==> src/iwma_pkg.sv <==
package iwma_pkg;

    localparam int ITEMS      = 256;
    localparam int NODES      = 64;
    localparam int CATEGORIES = 16;

    localparam int STORE_DEPTH = ITEMS * NODES;
    localparam int ADDR_W      = $clog2(STORE_DEPTH);

    localparam int MODE_W   = 2;
    localparam int ITEM_W   = 8;
    localparam int NODE_W   = 6;
    localparam int CAT_W    = $clog2(CATEGORIES);
    localparam int LIMIT_W  = CAT_W + 1;
    localparam int PROB_W   = 17;
    localparam int WT_W     = 32;
    localparam int THETA_W  = 16;
    localparam int ENTRY_W  = 48;
    localparam int SUM_W    = 64;
    localparam int MODEL_W  = 2;

    // shared multiplier: 33 x 18 signed, wide operand taken in two halves
    localparam int MUL_A_W  = 64;
    localparam int HALF_W   = MUL_A_W / 2;
    localparam int MUL_X_W  = HALF_W + 1;
    localparam int MUL_B_W  = PROB_W + 1;
    localparam int PART_W   = MUL_X_W + MUL_B_W;
    localparam int PROD_W   = MUL_A_W + MUL_B_W;
    localparam int TC_W     = THETA_W + CAT_W + 1;
    localparam int CATSQ_W  = 2 * CAT_W;

    localparam int THETA_FRAC = 12;
    localparam int PROB_FRAC  = 16;

    localparam logic [MODE_W-1:0] MODE_LOAD   = 2'd0;
    localparam logic [MODE_W-1:0] MODE_SAMPLE = 2'd1;
    localparam logic [MODE_W-1:0] MODE_READ   = 2'd2;

    localparam logic [MODEL_W-1:0] MODEL_2PL  = 2'd1;
    localparam logic [MODEL_W-1:0] MODEL_GPCM = 2'd2;

    localparam logic KIND_MOMENT = 1'b0;
    localparam logic KIND_ENTRY  = 1'b1;

    typedef struct packed {
        logic [MODE_W-1:0]          mode;
        logic [ITEM_W-1:0]          item_index;
        logic [NODE_W-1:0]          node_index;
        logic [CAT_W-1:0]           category;
        logic [LIMIT_W-1:0]         category_limit;
        logic [PROB_W-1:0]          probability;
        logic [WT_W-1:0]            weight;
        logic signed [THETA_W-1:0]  theta;
        logic                       last_node;
        logic signed [ENTRY_W-1:0]  entry_value;
    } t_in_item;

    typedef struct packed {
        logic                       result_kind;
        logic [ITEM_W-1:0]          item_out;
        logic [CAT_W-1:0]           category_out;
        logic signed [SUM_W-1:0]    first_sum;
        logic signed [SUM_W-1:0]    second_sum;
        logic signed [SUM_W-1:0]    third_sum;
        logic signed [ENTRY_W-1:0]  entry_out;
    } t_out_item;

    typedef enum logic [2:0] {
        S_IDLE,
        S_DECODE,
        S_LOAD,
        S_READ,
        S_MUL_LO,
        S_MUL_HI,
        S_MUL_WB,
        S_EMIT
    } t_state;

    typedef enum logic [2:0] {
        OP_WP,
        OP_M1,
        OP_M2,
        OP_M3,
        OP_TC,
        OP_S2
    } t_op;

    typedef struct packed {
        logic capture;
        logic load_wr;
        logic mem_rd;
        logic mul_lo;
        logic mul_hi;
        logic wb;
        logic emit;
        t_op  op;
    } t_cmd;

    typedef struct packed {
        logic [MODE_W-1:0] mode;
        logic              active;
        logic              last;
        logic              in_range;
        logic              is_2pl;
        logic              is_gpcm;
        logic              out_free;
    } t_status;

endpackage

==> src/iwma_ctrl.sv <==
module iwma_ctrl (
    input  logic              i_clk,
    input  logic              i_rst_n,
    input  logic              i_in_valid,
    output logic              o_in_ready,
    input  iwma_pkg::t_status i_status,
    output iwma_pkg::t_cmd    o_cmd
);
    import iwma_pkg::*;

    t_state r_state, n_state;
    t_op    r_op, n_op;

    always_ff @(posedge i_clk) begin
        if (!i_rst_n) begin
            r_state <= S_IDLE;
            r_op    <= OP_WP;
        end else begin
            r_state <= n_state;
            r_op    <= n_op;
        end
    end

    // next state and next operation
    always_comb begin
        logic tail_gpcm;
        tail_gpcm = i_status.is_gpcm;
        n_state   = r_state;
        n_op      = r_op;
        case (r_state)
            S_IDLE: begin
                if (i_in_valid) begin
                    n_state = S_DECODE;
                end
            end
            S_DECODE: begin
                case (i_status.mode)
                    MODE_LOAD: n_state = S_LOAD;
                    MODE_READ: n_state = S_READ;
                    MODE_SAMPLE: begin
                        if (i_status.active) begin
                            n_state = S_MUL_LO;
                            n_op    = OP_WP;
                        end else if (i_status.last) begin
                            n_state = S_EMIT;
                        end else begin
                            n_state = S_IDLE;
                        end
                    end
                    default: n_state = S_IDLE;
                endcase
            end
            S_LOAD:   n_state = S_IDLE;
            S_READ:   n_state = S_EMIT;
            S_MUL_LO: n_state = S_MUL_HI;
            S_MUL_HI: n_state = S_MUL_WB;
            S_MUL_WB: begin
                n_state = S_MUL_LO;
                case (r_op)
                    OP_WP: n_op = OP_M1;
                    OP_M1: n_op = OP_M2;
                    OP_M2, OP_M3: begin
                        if (i_status.is_2pl && r_op == OP_M2) begin
                            n_op = OP_M3;
                        end else if (i_status.is_gpcm && i_status.in_range) begin
                            n_op = OP_TC;
                        end else if (!i_status.last) begin
                            n_state = S_IDLE;
                        end else if (tail_gpcm) begin
                            n_op = OP_S2;
                        end else begin
                            n_state = S_EMIT;
                        end
                    end
                    OP_TC: begin
                        if (!i_status.last) begin
                            n_state = S_IDLE;
                        end else begin
                            n_op = OP_S2;
                        end
                    end
                    OP_S2:   n_state = S_EMIT;
                    default: n_state = S_IDLE;
                endcase
            end
            S_EMIT: begin
                if (i_status.out_free) begin
                    n_state = S_IDLE;
                end
            end
            default: n_state = S_IDLE;
        endcase
    end

    always_comb begin
        o_cmd         = '0;
        o_cmd.op      = r_op;
        o_in_ready    = (r_state == S_IDLE);
        case (r_state)
            S_IDLE:   o_cmd.capture = i_in_valid;
            S_LOAD:   o_cmd.load_wr = 1'b1;
            S_READ:   o_cmd.mem_rd  = 1'b1;
            S_MUL_LO: begin
                o_cmd.mul_lo = 1'b1;
                o_cmd.mem_rd = 1'b1;
            end
            S_MUL_HI: o_cmd.mul_hi  = 1'b1;
            S_MUL_WB: o_cmd.wb      = 1'b1;
            S_EMIT:   o_cmd.emit    = i_status.out_free;
            default:  o_cmd.capture = 1'b0;
        endcase
    end

endmodule

==> config.mk <==
export PLATFORM = sky130hd
export DESIGN_NAME = iwma_ctrl
export DESIGN_NICKNAME = d
export VERILOG_FILES = /design/src/iwma_pkg.sv /design/src/iwma_ctrl.sv
export SDC_FILE = /design/constraint.sdc
export NUM_CORES = 1
export LEC_CHECK = 0
export ABC_AREA = 1
export BUFFER_PORTS_ARGS = -buffer_cell sky130_fd_sc_hd__buf_2
export CAP_MARGIN = 20
export CORE_ASPECT_RATIO = 1.2
export CORE_UTILIZATION = 35
export DETAILED_ROUTE_END_ITERATION = 12
export GPL_TIMING_DRIVEN = 0
export HOLD_SLACK_MARGIN = 0.1
export PLACE_DENSITY_LB_ADDON = 0.25
export SLEW_MARGIN = 10
export SYNTH_ARGS = -nofsm -noshare
export SYNTH_HDL_FRONTEND = slang
export SYNTH_SLANG_ARGS = --single-unit
==> constraint.sdc <==
create_clock -name i_clk -period 1.15 [get_ports i_clk]
set_clock_uncertainty 0.05 [all_clocks]
set_input_delay 0.0575 -clock i_clk [delete_from_list [all_inputs] [get_ports i_clk]]
set_output_delay 0.0575 -clock i_clk [all_outputs]
set_load 0.1 [all_outputs]
## After elaboration in Yosys (flattened, before gate mapping)

Index checks and enable logic that the tools add are counted.

| storage, ports and cells | value |
|---|---|
| register bits after elaboration | 6 |
| bits of input ports | 11 |
| output and inout port bits | 11 |
| logic and storage cells | 63 |

| cells by class | value |
|---|---|
| equality and inequality tests | 22 |
| multiplexer cells | 28 |
| reductions and logical operators | 11 |

Operator list:

| kind | number |
|---|---|
| 3-bit two-way mux | 15 |
| 3-bit case mux with 4 select lines | 2 |
| 3-bit case mux with 8 select lines | 1 |
| 3-bit equality test, second input constant | 6 |
| 3-bit by 2-bit equality test with 1-bit output, second input constant | 4 |
| 5-bit != test, second input constant | 2 |
| 3-bit case mux with 3 select lines | 1 |
| 2-bit != test, second input constant | 4 |
| 1-bit two-way mux | 7 |
| 7-bit AND reduction | 1 |
| 3-bit by 1-bit equality test with 1-bit output, second input constant | 2 |
| 3-bit logical NOT | 2 |
| 3-bit case mux with 2 select lines | 1 |
| 2-bit OR reduction | 3 |
| 5-bit by 1-bit != test with 1-bit output, second input constant | 1 |
| 3-bit != test, second input constant | 1 |
| 2-bit by 1-bit equality test with 1-bit output, second input constant | 1 |
| 2-bit equality test, second input constant | 1 |
| 1-bit logical AND | 2 |
| 2-bit logical NOT | 1 |
| 2-bit two-way mux | 1 |
| 2-bit AND reduction | 1 |
| 2-bit nonzero test | 1 |

## Longest topological paths before layout

Gate-level depths: netlist (run 1).

| depth | value |
|---|---|
| word-level depth | 6 |
| depth in mapped cells | 10 |
| depth with buffers taken out | 10 |

## Worst setup path after synthesis (run 1)

OpenSTA, ideal clock, no wires.

| path | value |
|---|---|
| path type | register to output |
| start | register r_state[2] |
| end | output o_cmd[3] (netlist bit) |
| data arrival time | 3414 ps |
| data required time | 1043 ps |
| setup slack | -2371 ps |
| cell stages (with the launch flop) | 3 |
| buffers on the path | 0 |
| cells stage by stage | dfxtp_1 inv_2 nor4_1 |

RTL lines:

| item | RTL line | source |
|---|---|---|
| start, declared | iwma_ctrl.sv:11 | `t_state r_state, n_state;` |
| start signal, assigned | iwma_ctrl.sv:19 | `r_state <= n_state;` |
| end, declared | iwma_ctrl.sv:7 | `output iwma_pkg::t_cmd o_cmd` |

==> reports/results.tsv, run 1 <==
stage	metric	value	unit
sta	worstMarginPinSlew	0.277	ns
clock_network	clk_latency	0.24	ns
finish	postLayoutCellArea	1120	sq um
finish	final_cell_mix	24 x nand2_1, 10 x inv_1, 10 x nor2_1, 10 x buf_2, 8 x buf_4	
power_and_ir_drop	p_per_area	1460	nW/um^2
clock_network	clock_path_buffers	2	
drt	vias_per_cell	5.09	
grt	grt_use_met3	0.0290	
finish	area.sequential	143	sq um
critical_path	worst_ep_required_time	1.04	ns
critical_path	setup.worst_path.end	o_cmd[3]	
placed_design	hpwl	1.17	mm
clock_network	cts.sinks	6	
synth	synth_seq_area_share	0.211	
sta	hold_viol	0	
grt	grt_overflow	0	
critical_path	cp_max_fo	4	
clock_network	htreeDepth	1	
critical_path	crit_type	reg2out	
critical_path	startpoint_type	flop	
die	initial_core_util	0.385	
sta	finalSetupViolations	14	
run_status	status	finished, violations left	
critical_path	cp-end-kind	primary output	
clock_network	cts_made_buffers	3	
sta	slew_headroom	0.817	
synth	synth_top_area_cell	dfxtp_1	
finish	mostFrequentLayoutCell	nand2_1	
sta	drv_slew	0	
sta	max_clock_freq	754	MHz
run_status	violations	negative setup slack	
drt	dr.pass1.iters	4	
placed_design	placedInstanceArea	795	sq um
grt	grt-busiest-layer	met2	
drt	drt_first_iter_violations	15	
grt	grt_util_met1	0.280	
clock_network	cts_tree	done	
power_and_ir_drop	leakage	0.538	nW
clock_network	clkTransAtPathRegs	0.04	ns
sta	rsz0062_at_grt	true	
synth	syn_inst	102	
grt	first_global_vias	692	
grt	grt_usage	0.233	
grt	antenna_found_initial	0	
sta	period_needed	1.33	ns
flow_run	drv_cap	0	
power_and_ir_drop	irDropWorstVdd	1250	uV
synth	synth.area.top_cells	dfxtp_1 21%, nand2_1 17%, nor2_1 12%	
grt	use_met2	0.403	
clock_network	cts-root-buf	clkbuf_4	
die	die_area	1800	sq um
finish	syn_to_final_growth	96.7	%
grt	grt_pass1_wl	2.91	mm
critical_path	r2r_end	r_op[2]	
finish	num_antenna_cells	0	
sta	timing.final.crit_share	1.15	
critical_path	rrSetupSlack	-0.11	ns
die	fp.dieH	46.2	um
synth	synth_top_area_frac	0.211	
synth	yosysWarnings	0	
finish	nets	148	
drt	wire_per_inst	12.7	um
drt	vias	779	
hold_path	hold_class	in2reg	
placed_design	numPortBuffers	21	
synth	synth_cell_types	19	
drt	antenna_left	0	
die	fp-row-count	15	
sta	timing.hold.ws	0.244	ns
sta	setup_ws	-0.176	ns
drt	routed_wl	1.95	mm
finish	multiInputGateArea	519	sq um
critical_path	cp.arrival	1.22	ns
finish	fill_cells	108	
finish	drive_gt1_frac	0.544	
die	die_w	38.9	um
synth	avgSynthCellArea	5.59	sq um
grt	grt_max_degree	9	
critical_path	startpoint	r_state[0]	
synth	syn-cell-area	571	sq um
placed_design	gp_congestion	0.777	
synth	syn-num-nets	113	
synth	yosys_register_bits	6	
critical_path	ff2ff_path_depth	8	
drt	drc	0	
die	fp.coreArea	1480	sq um
die	pin_count	22	
critical_path	r2r-start	r_state[2]	
[layout make-up]
cell class              instances  share of cell area
flip-flops and latches          6               0.127
multi-input cells              76               0.463
repair buffers                 30               0.271
clock buffers                   4              0.0234
well taps                      17              0.0190
inverters                      20              0.0970
[per-layer routing]
| metal | wire [um] | part of all wire |
|---|---|---|
| met5 | 0 | 0 |
| met4 | 39 | 0.020 |
| met3 | 89 | 0.046 |
| met2 | 1010 | 0.52 |
| met1 | 805 | 0.41 |
[cells in the mapped netlist]
cell type,n
nor3b_2,1
inv_2,7
nor2_2,2
nand3_2,3
a21oi_1,4
nor4_1,1
nand3_1,6
o21ai_1,4
nand2_1,26
nand4_1,2
nand3b_1,1
o21ai_2,1
o21ai_0,2
nor3_1,2
o211ai_1,1
inv_1,13
dfxtp_1,6
nand2_4,2
nor2_1,18
[worst max-delay path, stage by stage, from the launching register on]
cell and delay (ns):
dfxtp_4 0.37, inv_6 0.05, nor4_4 0.29, buf_6 0.26
[per-stage QoR]
stage | cells | power, mW | setup TNS (ns) | util | setup slack, ns
after global placement | 140 | 1.08 | -1.88 | 0.536 | -0.268
final | 153 | 1.64 | -1.40 | 0.757 | -0.176
after CTS | 153 | 1.57 | -1.39 | 0.724 | -0.175
after floorplan | 102 | 0.967 | -2.94 | - | -0.477
after global routing | 153 | 1.72 | -2.12 | 0.757 | -0.211
after detailed placement | 140 | 1.09 | -2.07 | 0.536 | -0.277
[worst min path at each step]
stage,startpoint,end,slack [ns],cells after the start
5_1_grt,i_status[4],r_state[0],0.26,5
3_5_place_dp,i_rst_n,r_state[2],0.28,3
3_3_place_gp,i_rst_n,r_state[2],0.27,3
6_report,i_status[4],r_state[0],0.24,5
2_1_floorplan,i_rst_n,r_state[1],0.10,2
4_1_cts,i_status[7],r_state[0],0.19,5
[kinds of logic (layout without fill, tap and decap cells)]
logic type,after synthesis,after routing,synth area share
flip-flops,6,6,0.211
AND/OR/NAND/NOR,64,64,0.542
AO/OA/AOI/OAI,12,12,0.116
buffers and inverters,20,54,0.132
[registers in the layout, summed over array words and instances (netlist names)]
register and count:
r_op 3, r_state 3
[report_power, final]
part	switching [mW]	total [mW]	internal, mW	leakage [nW]
registers	0.0694	0.319	0.250	0.0534
clock network	0.0770	0.208	0.131	0.0150
logic	0.732	1.11	0.375	0.470
total	0.879	1.64	0.757	0.538
[repair_timing]
item	in CTS	in global routing
hold endpoints to repair	6	0
hold buffers	2	0
resized for setup	48	13
setup endpoints to repair	17	14
pin swaps	5	4
setup buffers	7	0
Note: power is estimated with default switching activity, not from simulation.
==> run 2: changes to the inputs <==
--- a/config.mk
+++ b/config.mk
@@ -5,7 +5,7 @@
 export SDC_FILE = /design/constraint.sdc
 export NUM_CORES = 1
 export LEC_CHECK = 0
-export ABC_AREA = 1
+export ABC_AREA = 0
 export BUFFER_PORTS_ARGS = -buffer_cell sky130_fd_sc_hd__buf_2
 export CAP_MARGIN = 20
 export CORE_ASPECT_RATIO = 1.2
==> run 2 against run 1 <==
Against the previous run:
- the flow still finishes with violations (negative setup slack)
- design area increased by 4.0%
- clock power barely moved
- area after synthesis up 1.3%
- final cell count down 8.5%
- critical path depth up 1
- global-route usage hardly changed
- total power is 20% lower
- sequential power decreased by 24%
- combinational power down 23%
- routed wire length rose by 15%
- first-iteration DRC count grew 13%
- highest routed layer unchanged
==> reports/results.tsv, run 2 <==
stage	metric	value	unit	change
power_and_ir_drop	clkPwrFrac	0.158		+0.031
placed_design	numPortBuffers	21		unchanged
hold_path	holdPathStages	3		-2
finish	postLayoutCellArea	1170	sq um	+4.0%
drt	antenna_left	0		unchanged
synth	async_flop_share	0		unchanged
clock_network	clkTransAtPathRegs	0.04	ns	about the same
finish	mostFrequentLayoutCell	buf_4		
power_and_ir_drop	power_switching	564	uW	-36%
sta	setup_ws	-0.277	ns	-0.101 ns
synth	avgSynthCellArea	7.51	sq um	+34%
critical_path	worst_ep_required_time	1.04	ns	about the same
clock_network	cts-root-buf	clkbuf_4		
clock_network	htreeDepth	1		unchanged
synth	synth_seq_area_share	0.208		-0.00273
sta	max_clock_freq	701	MHz	-7.1%
power_and_ir_drop	p_per_area	1110	nW/um^2	-23%
critical_path	startpoint_type	flop		
sta	slew_headroom	0.680		-0.137
synth	yosysWarnings	0		unchanged
critical_path	ff2ff_path_depth	6		-2
drt	vias	745		-4.4%
synth	yosysMostFrequentCell	nand2_1		
clock_network	clk_latency	0.24	ns	about the same
run_status	violations	negative setup slack		
synth	synth_edf_count	0		unchanged
grt	grt_usage	0.232		about the same
die	die_w	39.1	um	+0.63%
power_and_ir_drop	leakage	0.520	nW	-3.3%
finish	nets	135		-8.8%
power_and_ir_drop	switching_share	0.433		-0.104
power_and_ir_drop	combPwrFrac	0.656		-0.021
sta	period_needed	1.43	ns	+0.101 ns
critical_path	cp_max_fo	4		unchanged
synth	yosys_register_bits	6		unchanged
clock_network	cts_made_buffers	3		unchanged
placed_design	hpwl	1.04	mm	-11%
die	die_area	1820	sq um	+1.3%
die	fp.coreArea	1480	sq um	unchanged
critical_path	cp-end-kind	primary output		
sta	hold_viol	0		unchanged
power_and_ir_drop	power	1.30	mW	-20%
synth	synth_top_cells_by_count	11 x nand2_1, 7 x a21oi_1, 6 x dfxtp_1, 6 x o21ai_0		
sta	timing.final.crit_share	1.24		+0.0878
finish	num_antenna_cells	0		unchanged
die	pin_count	22		unchanged
drt	wire_per_inst	16.0	um	+26%
clock_network	clock_path_buffers	2		unchanged
synth	ys.flop_type	dfxtp_1		
finish	syn_to_final_growth	102	%	
drt	vias_per_cell	5.32		+4.5%
grt	grt_pass1_wl	2.92	mm	+0.24%
finish	final_cells	140		-8.5%
finish	drive_gt1_frac	0.585		+0.0412
placed_design	gp_congestion	0.715		-8.0%
drt	dr.pass1.iters	4		unchanged
synth	synth_top_area_frac	0.208		-0.00273
drt	drc	0		unchanged
sta	rsz0062_at_grt	true		
drt	drt_first_iter_violations	17		+2
die	initial_core_util	0.390		+0.00506
finish	top_regs	r_op: 3 flops, r_state: 3 flops		
synth	syn-num-nets	88		-22%
clock_network	cts.sinks	6		unchanged
placed_design	place_inst	115		-18%
hold_path	hold_class	in2reg		
synth	syn-cell-area	578	sq um	+1.3%
grt	antenna_found_initial	0		unchanged
drt	routed_wl	2.24	mm	+15%
sta	drv_slew	0		unchanged
sta	worstMarginPinSlew	0.484	ns	+0.207 ns
finish	final_cell_mix	14 x buf_4, 11 x buf_2, 9 x buf_6, 9 x nand2_1, 8 x buf_12		
grt	first_global_vias	652		-5.8%
flow_run	drv_cap	0		unchanged
placed_design	pre_cts_ws	-0.330	ns	-0.0532 ns
power_and_ir_drop	seqPwrFrac	0.186		-0.009
grt	grt_max_degree	10		+1
clock_network	cts_tree	done		
power_and_ir_drop	internal-power	738	uW	-2.5%
power_and_ir_drop	irDropWorstVdd	1290	uV	+2.8%
run_status	status	finished, violations left		
grt	grt_overflow	0		unchanged
synth	synth_cell_types	35		+16
synth	synth.area.top_cells	dfxtp_1 21%, nand2_1 7.1%, a21oi_1 6.1%		
critical_path	crit_type	reg2out		
synth	syn_inst	77		-25%
sta	timing.hold.ws	0.174	ns	-0.0700 ns
die	fp.dieH	46.5	um	+0.63%
die	fp-row-count	15		unchanged
critical_path	cp.arrival	1.32	ns	+0.10 ns
synth	synth_top_area_cell	dfxtp_1		
sta	finalSetupViolations	14		unchanged
placed_design	placedInstanceArea	772	sq um	-2.8%
==> run 2: per-layer routing <==
layer | share of wire | routed length [um] | global-route usage | vias to the layer above
li1 | - | - | - | 363
met1 | 0.42 | 941 | 0.276 | 342
met4 | 0.027 | 61 | 0.0345 | 0
met5 | 0 | 0 | 0 | -
met2 | 0.50 | 1120 | 0.413 | 34
met3 | 0.050 | 112 | 0.0676 | 6
==> run 2: path summary, 6_finish.rpt <==
path | startpoint | to | slack, ns
worst max-delay path | r_state[1] | o_cmd[9] | -0.28
worst min-delay path | i_status[5] | r_state[2] | 0.17
worst max register to register | r_state[1] | r_op[1] | -0.26
worst min register to register | r_op[0] | r_op[0] | 0.49
==> run 2: cells by family after synthesis <==
group	synth area share
compound gates	0.294
buf+inv	0.117
flops	0.208
mux	0.0173
simple gates	0.364
==> run 2: power groups by stage <==
stage | Combinational, mW | Sequential, mW | Clock [mW]
finish | 0.854 | 0.242 | 0.206
detailed placement | 0.507 | 0.236 | 0
CTS | 0.721 | 0.237 | 0.215
global placement | 0.504 | 0.236 | 0
global route | 0.879 | 0.244 | 0.226
floorplan | 0.427 | 0.237 | 0
==> run 2: area by class of cell <==
cell class              instances  area [sq um]
well taps                      17          21.3
multi-input cells              61           487
flip-flops and latches          6           135
plain buffers                   5          63.8
inverters                       5          18.8
clock buffers                   4          26.3
repair buffers                 42           415
fillers                        88           315
==> run 2: repair_timing <==
item / in CTS / in global routing
setup endpoints to repair: 15 / 15
gates cloned: 0 / 1
pin swaps: 10 / 11
gates resized for setup: 44 / 17
endpoints found under the hold margin: 3 / 0
buffers inserted: 12 / 6
hold buffers: 2 / 0
==> run 2: critical path: stages, from the launching register on <==
cell and delay, ns:
dfxtp_2 0.32, buf_6 0.13, nor3_4 0.25, and2_4 0.21
buf_12 0.17
==> run 2: metrics by stage <==
stage                     utilization  setup TNS (ns)
after floorplan                     -           -5.62
final                           0.787           -2.88
after CTS                       0.719           -2.73
after detailed placement        0.521           -2.67
after global placement          0.521           -2.53
after global routing            0.787           -3.51
==> run 3: changes to the inputs <==
==> constraint.sdc (replaced) <==
create_clock -name i_clk -period 1.15 [get_ports i_clk]
set_clock_uncertainty 0.05 [all_clocks]
set_input_delay 0.345 -clock i_clk [delete_from_list [all_inputs] [get_ports i_clk]]
set_output_delay 0.345 -clock i_clk [all_outputs]
set_load 0.1 [all_outputs]
==> run 3 against run 2 <==
Against the previous run:
- register-to-register slack got worse by 0.21 ns
- first-iteration DRC count rose by 100%
- critical endpoint is now o_cmd[7]
- non-clock buffer count rose by 1
- via count rose by 11%
- core utilization rose by 3.5 points
- the flow still finishes with violations (negative setup slack)
- total power rose by 0.79%
- routed wire length rose by 16%
==> reports/results.tsv, run 3 (synthesis results as in run 2) <==
stage	metric	value	unit	change
sta	worstMarginPinSlew	0.384	ns	-0.0994 ns
die	initial_core_util	0.390		unchanged
placed_design	gp_congestion	0.715		unchanged
die	fp.dieH	46.5	um	unchanged
finish	syn_to_final_growth	111	%	
critical_path	crit_type	reg2out		
clock_network	cts_tree	done		
sta	setup_ws	-0.599	ns	-0.323 ns
finish	top_regs	r_op: 3 flops, r_state: 3 flops		
clock_network	htreeDepth	1		unchanged
run_status	violations	negative setup slack		
sta	period_needed	1.75	ns	+0.323 ns
sta	drv_slew	0		unchanged
clock_network	cts_made_buffers	3		unchanged
hold_path	hold_class	in2reg		
critical_path	ff2ff_path_depth	7		+1
critical_path	cp_max_fo	4		unchanged
drt	wire_per_inst	18.4	um	+15%
sta	max_clock_freq	572	MHz	-18%
drt	dr.pass1.iters	4		unchanged
sta	slew_headroom	0.743		+0.0629
critical_path	cp-end-kind	primary output		
grt	grt_pass1_wl	3.35	mm	+15%
drt	drc	0		unchanged
critical_path	cp.arrival	1.35	ns	+0.03 ns
clock_network	cts.sinks	6		unchanged
sta	tns	-6.55	ns	-3.66 ns
grt	grt_max_degree	11		+1
drt	drt_first_iter_violations	34		+17
finish	mostFrequentLayoutCell	buf_4		
power_and_ir_drop	power	1.31	mW	+0.79%
clock_network	postCtsHoldBufs	0		-2
sta	rsz0062_at_grt	true		
die	die_area	1820	sq um	unchanged
placed_design	hpwl	1.04	mm	unchanged
power_and_ir_drop	p_per_area	1080	nW/um^2	-3.5%
sta	hold_viol	0		unchanged
run_status	status	finished, violations left		
grt	antenna_found_initial	0		unchanged
sta	timing.hold.ws	0.329	ns	+0.155 ns
drt	antenna_left	0		unchanged
grt	grt_overflow	0		unchanged
critical_path	worst_ep_required_time	0.75	ns	-0.29 ns
finish	drive_gt1_frac	0.621		+0.0356
die	pin_count	22		unchanged
clock_network	clkTransAtPathRegs	0.05	ns	about the same
drt	vias_per_cell	5.84		+9.8%
flow_run	drv_cap	0		unchanged
finish	num_antenna_cells	0		unchanged
die	fp-row-count	15		unchanged
hold_path	holdPathStages	3		unchanged
die	die_w	39.1	um	unchanged
finish	nets	136		+0.74%
sta	finalSetupViolations	17		+3
drt	routed_wl	2.59	mm	+16%
grt	grt_usage	0.268		+0.0357
finish	fin_util	0.822		+0.0346
placed_design	numPortBuffers	21		unchanged
clock_network	clock_path_buffers	2		unchanged
drt	vias	824		+11%
clock_network	clk_latency	0.27	ns	+0.03 ns
grt	first_global_vias	735		+13%
finish	final_cell_mix	17 x buf_4, 11 x nand2_1, 11 x buf_12		
power_and_ir_drop	leakage	0.529	nW	+1.6%
clock_network	cts-root-buf	clkbuf_4		
die	fp.coreArea	1480	sq um	unchanged
finish	fill_cells	77		-13%
sta	timing.final.crit_share	1.52		+0.281
power_and_ir_drop	irDropWorstVdd	1230	uV	-4.4%
critical_path	startpoint_type	flop		
run 3: cell types whose count changed in the layout (fill, tap and decap cells not counted), moves of 2 or more:
cell	before	now
dfxtp_2	3	1
o2bb2ai_1	2	0
nand2_1	9	11
buf_12	8	11
o2bb2ai_2	0	2
buf_4	14	17
dlygate4sd3_1	2	0
run 3: per-stage QoR:
step,setup WS [ns],cells,cell area (sq um)
CTS,-0.512,135,1140
detailed placement,-0.525,115,772
global route,-0.652,141,1220
floorplan,-1.10,77,646
global placement,-0.521,115,772
finish,-0.599,141,1220
run 3: power by group:
part | internal, mW | switching (mW) | leakage (nW)
logic | 0.374 | 0.474 | 0.461
registers | 0.219 | 0.0139 | 0.0524
clock network | 0.133 | 0.0988 | 0.0150
run 3: what timing repair did:
item	4_1_cts	5_1_grt
gates cloned	0	0
gates resized for setup	60	10
setup buffers	16	6
pin swaps	11	13
setup endpoints to repair	17	17
run 3: worst paths after layout:
kind | endpoint | slack [ns] | start
setup / recovery | o_cmd[7] | -0.60 | r_state[2]
hold / removal | r_state[0] | 0.33 | i_in_valid
setup reg to reg | r_op[1] | -0.47 | r_state[1]
hold reg to reg | r_op[0] | 0.57 | r_op[0]
run 3: area by class of cell:
class	instances	area (sq um)	share of cell area
clock buffer	4	26.3	0.0216
inverter	5	18.8	0.0154
multi-input combinational	61	498	0.409
timing repair buffer	43	454	0.373
sequential	6	136	0.112
tap	17	21.3	0.0175
buffer	5	63.8	0.0524
run 3: critical path, cell delays in order, from the launching register on:
cell      delay [ns]
dfxtp_4         0.37
buf_8           0.11
nor3b_4         0.23
o21bai_4        0.18
buf_12          0.19
run 3: routing by layer:
layer	GRT usage	part of all wire
met5	0	0
met4	0.110	0.041
met3	0.0918	0.074
met2	0.483	0.51
met1	0.275	0.37
